===== config.mk =====
export PLATFORM = sky130hd
export DESIGN_NAME = ppau_ctrl
export DESIGN_NICKNAME = d
export VERILOG_FILES = /design/src/rtl/ppau_pkg.sv /design/src/rtl/ppau_ctrl.sv
export SDC_FILE = /design/constraint.sdc
export NUM_CORES = 1
export LEC_CHECK = 0
export BUFFER_PORTS_ARGS = -buffer_cell sky130_fd_sc_hd__clkbuf_2
export CAP_MARGIN = 20
export CORE_AREA = 4 4 41 43
export CTS_CLUSTER_DIAMETER = 150
export DETAILED_ROUTE_END_ITERATION = 16
export DIE_AREA = 0 0 45 47
export GPL_ROUTABILITY_DRIVEN = 0
export PLACE_DENSITY = 0.63
export SETUP_SLACK_MARGIN = 0.2
export SLEW_MARGIN = 20
export SYNTH_ARGS = -nofsm -noshare
export SYNTH_HDL_FRONTEND = slang
export SYNTH_SLANG_ARGS = --single-unit
export TNS_END_PERCENT = 20

===== constraint.sdc =====
create_clock -name clk_i -period 2.15 [get_ports clk_i]
set_clock_uncertainty 0.05 [all_clocks]
set_input_delay 0.215 -clock clk_i [delete_from_list [all_inputs] [get_ports clk_i]]
set_output_delay 0.215 -clock clk_i [all_outputs]
set_load 0.02 [all_outputs]

===== src/rtl/ppau_pkg.sv =====
// Package for the packed pixel access unit: register indexes, reset values,
// status codes, controller states and controller/datapath command structs.
// No dependencies.
package ppau_pkg;

  localparam int unsigned CFG_IDX_W  = 3;
  localparam int unsigned CFG_DATA_W = 15;

  localparam logic [CFG_IDX_W-1:0] CFG_ROW_STRIDE      = 3'd0;
  localparam logic [CFG_IDX_W-1:0] CFG_PIXEL_SIZE_MODE = 3'd1;
  localparam logic [CFG_IDX_W-1:0] CFG_PIXEL_DEPTH     = 3'd2;
  localparam logic [CFG_IDX_W-1:0] CFG_LAYOUT          = 3'd3;
  localparam logic [CFG_IDX_W-1:0] CFG_HIGH_BYTE_FIRST = 3'd4;
  localparam logic [CFG_IDX_W-1:0] CFG_BIT_OFFSET      = 3'd5;

  localparam logic [14:0] RST_ROW_STRIDE = 15'd4;
  localparam logic [1:0]  RST_MODE       = 2'd3;
  localparam logic [5:0]  RST_DEPTH      = 6'd32;
  localparam logic [1:0]  RST_LAYOUT     = 2'd0;

  localparam logic [1:0] MODE_1BPP  = 2'd0;
  localparam logic [1:0] MODE_32BPP = 2'd3;

  localparam logic [1:0] LAYOUT_Z    = 2'd0;
  localparam logic [1:0] LAYOUT_RGBA = 2'd1;

  localparam logic REQ_WRITE = 1'b1;

  localparam logic [1:0] ST_OK    = 2'd0;
  localparam logic [1:0] ST_UNSUP = 2'd1;
  localparam logic [1:0] ST_RANGE = 2'd2;

  typedef enum logic [3:0] {
    S_IDLE,
    S_MUL,
    S_ADDR,
    S_DISPATCH,
    S_READ,
    S_DRAIN,
    S_MODIFY,
    S_WRITE,
    S_FIN
  } ppau_state_e;

  typedef struct packed {
    logic load_req;
    logic calc_mul;
    logic calc_addr;
    logic rd_issue;
    logic wr_byte;
    logic wr_bit;
    logic load_out;
  } ppau_cmd_t;

  typedef struct packed {
    logic err;
    logic is_write;
    logic bit_mode;
    logic last_byte;
    logic out_busy;
  } ppau_sts_t;

  function automatic logic [31:0] depth_mask(input logic [5:0] depth);
    logic [31:0] m;
    if (depth >= 6'd32) begin
      m = 32'hffffffff;
    end else begin
      m = (32'd1 << depth[4:0]) - 32'd1;
    end
    return m;
  endfunction

endpackage


===== src/rtl/ppau_ctrl.sv =====
// Controller of the packed pixel access unit: sequences address calculation,
// byte reads and writes and result hand-off. Depends on ppau_pkg.
module ppau_ctrl
  import ppau_pkg::*;
(
  input  logic      clk_i,
  input  logic      rst_ni,
  input  logic      in_valid_i,
  output logic      in_ready_o,
  input  ppau_sts_t sts_i,
  output ppau_cmd_t cmd_o
);

  ppau_state_e state_q, state_d;

  always_ff @(posedge clk_i or negedge rst_ni) begin
    if (!rst_ni) begin
      state_q <= S_IDLE;
    end else begin
      state_q <= state_d;
    end
  end

  always_comb begin
    state_d    = state_q;
    cmd_o      = '0;
    in_ready_o = 1'b0;
    unique case (state_q)
      S_IDLE: begin
        in_ready_o = 1'b1;
        if (in_valid_i) begin
          cmd_o.load_req = 1'b1;
          state_d        = S_MUL;
        end
      end
      S_MUL: begin
        cmd_o.calc_mul = 1'b1;
        state_d        = S_ADDR;
      end
      S_ADDR: begin
        cmd_o.calc_addr = 1'b1;
        state_d         = S_DISPATCH;
      end
      S_DISPATCH: begin
        if (sts_i.err) begin
          state_d = S_FIN;
        end else if (sts_i.is_write && !sts_i.bit_mode) begin
          state_d = S_WRITE;
        end else begin
          state_d = S_READ;
        end
      end
      S_READ: begin
        cmd_o.rd_issue = 1'b1;
        if (sts_i.last_byte) begin
          state_d = S_DRAIN;
        end
      end
      S_DRAIN: begin
        state_d = sts_i.is_write ? S_MODIFY : S_FIN;
      end
      S_MODIFY: begin
        cmd_o.wr_bit = 1'b1;
        state_d      = S_FIN;
      end
      S_WRITE: begin
        cmd_o.wr_byte = 1'b1;
        if (sts_i.last_byte) begin
          state_d = S_FIN;
        end
      end
      S_FIN: begin
        if (!sts_i.out_busy) begin
          cmd_o.load_out = 1'b1;
          state_d        = S_IDLE;
        end
      end
      default: begin
        state_d = S_IDLE;
      end
    endcase
  end

endmodule


==> results summary <==
The run finished with clean final reports. The share of post-route cells with drive strength above 1 is 32.20%. The reg-to-reg critical path startpoint is state_q[2]. The kind of critical path is reg2out. The fmax came out at 0.5529 GHz. At the end of the flow, the number of nets in the layout was 69.

The I/O pin count came out at 16. The arrival time at the worst endpoint came out at 1.54 ns. After global routing the overflow that remains totals 0.

The count of unresolved DRC violations after routing came out at 0. The pre-antenna-repair detailed-routing pass consisted of 4 iterations. The number of synthesized flops with an enable pin came out at 0. The number of global-route vias before repair is 405. The leading cell type by number of instances after synthesis is sky130_fd_sc_hd__dfrtp_1. The final-report setup violation count came out at 0. The pin count of the biggest net entering global routing came out at 16. The via density per instance came out at 5.446. The worst hold path was traced through 3 stages. Headroom to the max-slew limit came out at 69.50%. The iteration-0 DRC count of the detailed router is 13.

Fill cells in the final layout number 152. The core area came out at 1301 um2. The initial antenna violation count is 0. TritonCTS built the clock tree. The met1 track utilization from global routing is 12.87%. In the finished design, the share of the clock period the worst path needs comes to 84.12%. For the final routed database, the setup TNS stands at 0 ns.

The placed wire-length estimate after detailed placement came out at 702.3 um. The number of flip-flops in the largest register is 4. The first-pass GRT wire length came out at 1662 um. The die covers 2115 um2. The largest single stage delay on the critical path is 0.61 ns. At the pin with the least slew margin, the transition time is 0.4576 ns. Sorting the synthesized cells by area gives the leading types as sky130_fd_sc_hd__dfrtp_1 26%, sky130_fd_sc_hd__buf_6 8.8%, sky130_fd_sc_hd__nor3_1 3.9%. The clock passes through at most 2 buffers. OpenSTA, run right after detailed placement, puts the worst setup slack at 0.6103 ns. The clock input transition at the sequential cells of the worst setup and hold paths came out at 0.04 ns. The end of the worst register-to-register path is state_q[2]. The clock network latency to the later pin of the worst-skew pair came out at 0.23 ns. The share of the synthesized area in the top cell type came out at 25.97%. In this run the register-to-register setup slack is 0.74 ns. The via count is 403. A synthesized cell averages 8.758 um2. The most used flip-flop cell after synthesis is sky130_fd_sc_hd__dfrtp_1. Across every metal layer, demand over resource in global routing totals 10.94%. The number of endpoints with negative hold slack in the final report came out at 0. The area overhead of the layout relative to synthesis is 22.73%. The buffer cell driving the clock tree root is sky130_fd_sc_hd__clkbuf_4. The synthesized netlist net count is 52. The category of the worst setup path launch point is a flip-flop. The met2 usage is 17.80%. The initialized floorplan defines 13 standard-cell rows. The number of buffer and inverter stages on the critical path came out at 2.

The power density normalized to cell area is 1437 nW/um2. The max-slew violation count is 0. After technology mapping, the gate count stands at 44. In this design, the largest share of critical-path delay is due to flip-flops. Ranked by instance count, the synthesized netlist is headed by 4 x sky130_fd_sc_hd__dfrtp_1, 3 x sky130_fd_sc_hd__buf_6, 3 x sky130_fd_sc_hd__nor2_1, 3 x sky130_fd_sc_hd__nor3_1.

The peak-usage layer in the global routing report is met2. The total power came out at 0.6797 mW. The met3 demand-to-capacity share in global routing is 4.981%. The final layout contains routed wiring with a total length of 892 um.

The number of diodes came out at 0. Ranked by flip-flop count, first place goes to state_q. The clock buffer count from CTS came out at 3. Dividing the detail-routed wire length by the instance count gives 12.05 um. The worst IR drop on VDD came out at 0.0005492 V. The initial core utilization came out at 29.62%.

The number of clock sinks came out at 4. The horizontal extent of the die is 45 um. The largest registers in the layout are state_q (4). The length in cells of the worst reg-to-reg path came out at 3. The vertical die dimension came out at 47 um. The post-synthesis async set-or-reset flop share came out at 100.0%. The core occupancy in the finished layout is 36.35%. The netlist area before placement is 385.4 um2. The number of max-cap violations came out at 0. The number of warnings reported in the yosys synthesis log is 0. The unique cell type count in the Yosys netlist is 29. The share of the yosys chip area belonging to registers is 25.97%. The count of input and output buffers came out at 15. The required time at the worst-slack endpoint is 1.88 ns. The shortest clock period the worst path allows after layout came out at 1.809 ns. Traced cell by cell, the critical path runs through nand2b_1 > or2_1 > inv_1 > clkbuf_2. The tightest min-delay check is of the in2reg type.

The leakage dissipation is 0.2353 nW. After synthesis the netlist holds a flip-flop and latch count of 4. The number of stages on the worst setup path is 4. The count of nets left with antenna violations once routing finished came out at 0. The least setup slack across all paths after layout came out at 0.3415 ns. Setup repair after global routing left no endpoint under its margin. The slowest cell on the critical path is sky130_fd_sc_hd__dfrtp_1. Along the worst path, the maximum fanout reaches 15. sky130_fd_sc_hd__dfrtp_1 takes more of the synthesized area than any other cell.

The worst-case hold path end point is state_q[3]. The source of the worst hold timing path is sts_i[0]. The capturing element type of the critical path is an output pin. The maximum level of the CTS H-tree came out at 1.
[area by class of cell]
class	instances	area, um2	area share [%]
Tap cell	15	18.77	3.968
Multi-Input combinational cell	34	239.0	50.53
Sequential cell	4	100.1	21.16
Timing Repair Buffer	16	85.08	17.99
Inverter	2	7.507	1.587
Clock buffer	3	22.52	4.762
[placed cells by master, fill, tap and decap left out]
| master | n |
|---|---|
| sky130_fd_sc_hd__nor4bb_1 | 1 |
| sky130_fd_sc_hd__a211o_1 | 1 |
| sky130_fd_sc_hd__nand2_1 | 2 |
| sky130_fd_sc_hd__o22a_1 | 1 |
| sky130_fd_sc_hd__a21oi_1 | 2 |
| sky130_fd_sc_hd__or2_1 | 1 |
| sky130_fd_sc_hd__and3b_1 | 1 |
| sky130_fd_sc_hd__o22ai_1 | 1 |
| sky130_fd_sc_hd__o221ai_1 | 1 |
| sky130_fd_sc_hd__and2_1 | 1 |
| sky130_fd_sc_hd__nor3_1 | 3 |
| sky130_fd_sc_hd__nor4_2 | 1 |
| sky130_fd_sc_hd__a221oi_1 | 1 |
| sky130_fd_sc_hd__and4b_1 | 1 |
| sky130_fd_sc_hd__clkbuf_2 | 15 |
| sky130_fd_sc_hd__o32a_1 | 1 |
| sky130_fd_sc_hd__a21o_1 | 1 |
| sky130_fd_sc_hd__nor2b_1 | 2 |
| sky130_fd_sc_hd__nor2_1 | 3 |
| sky130_fd_sc_hd__dfrtp_1 | 4 |
| sky130_fd_sc_hd__or2b_1 | 2 |
| sky130_fd_sc_hd__mux2i_1 | 1 |
| sky130_fd_sc_hd__inv_1 | 2 |
| sky130_fd_sc_hd__nand4b_1 | 1 |
| sky130_fd_sc_hd__clkbuf_4 | 3 |
| sky130_fd_sc_hd__nand4_1 | 1 |
| sky130_fd_sc_hd__a41oi_1 | 1 |
| sky130_fd_sc_hd__o32ai_1 | 1 |
| sky130_fd_sc_hd__nand2b_1 | 2 |
| sky130_fd_sc_hd__dlygate4sd3_1 | 1 |
[where the power goes]
group	internal (mW)	leakage, nW	total [mW]	switching, mW
Combinational	0.177	0.170	0.377	0.200
Clock	0.0623	0.0138	0.0909	0.0286
Sequential	0.109	0.0516	0.212	0.103
[repair_timing]
item | in CTS | in global routing
gates resized for setup | 0 | 0
buffers inserted | 0 | 0
setup endpoints to repair | 0 | 0
endpoints found under the hold margin | 4 | 0
hold buffers | 1 | 0
[worst register-to-register path, cell delays in order (launching register included)]
cell and delay [ns]:
sky130_fd_sc_hd__dfrtp_1 0.61, sky130_fd_sc_hd__mux2i_1 0.14, sky130_fd_sc_hd__a211o_1 0.35, sky130_fd_sc_hd__o32ai_1 0.15
[through the flow]
stage | area [um2] | std cells | hold slack [ns]
after global placement | 440.4 | 70 | -0.02783
after detailed placement | 440.4 | 70 | -0.02484
after floorplan | 385.4 | 44 | -0.1306
after CTS | 473.0 | 74 | 0.2009
final | 473.0 | 74 | 0.2118
after global routing | 473.0 | 74 | 0.2128
[cell families (layout without fill, tap and decap cells)]
| logic type | after synthesis | count (layout) | synth area share, % |
|---|---|---|---|
| multiplexers | 1 | 1 | 2.598 |
| flip-flops | 4 | 4 | 25.98 |
| AO/OA/AOI/OAI | 11 | 11 | 22.41 |
| AND/OR/NAND/NOR | 22 | 22 | 37.01 |
| buffers and inverters | 6 | 21 | 12.01 |
[how the worst max path moves through the flow]
| stage | from | end | slack (ns) |
|---|---|---|---|
| 6_report | state_q[2] | cmd_o[2] | 0.34 |
| 5_1_grt | state_q[2] | cmd_o[2] | 0.21 |
| 4_1_cts | state_q[2] | cmd_o[2] | 0.35 |
| 3_5_place_dp | state_q[2] | cmd_o[2] | 0.61 |
| 3_3_place_gp | state_q[2] | cmd_o[2] | 0.63 |
| 2_1_floorplan | state_q[1] | cmd_o[0] | 0.50 |
[layer usage]
metal  share of wire [%]  routed length (um)  up-vias
met4                   0                   0        0
li1                    -                   -      200
met2                  52                 460       14
met3                 8.5                  76        0
met1                  40                 355      189
met5                   0                   0        -
Note: power is estimated with default switching activity, not from simulation.
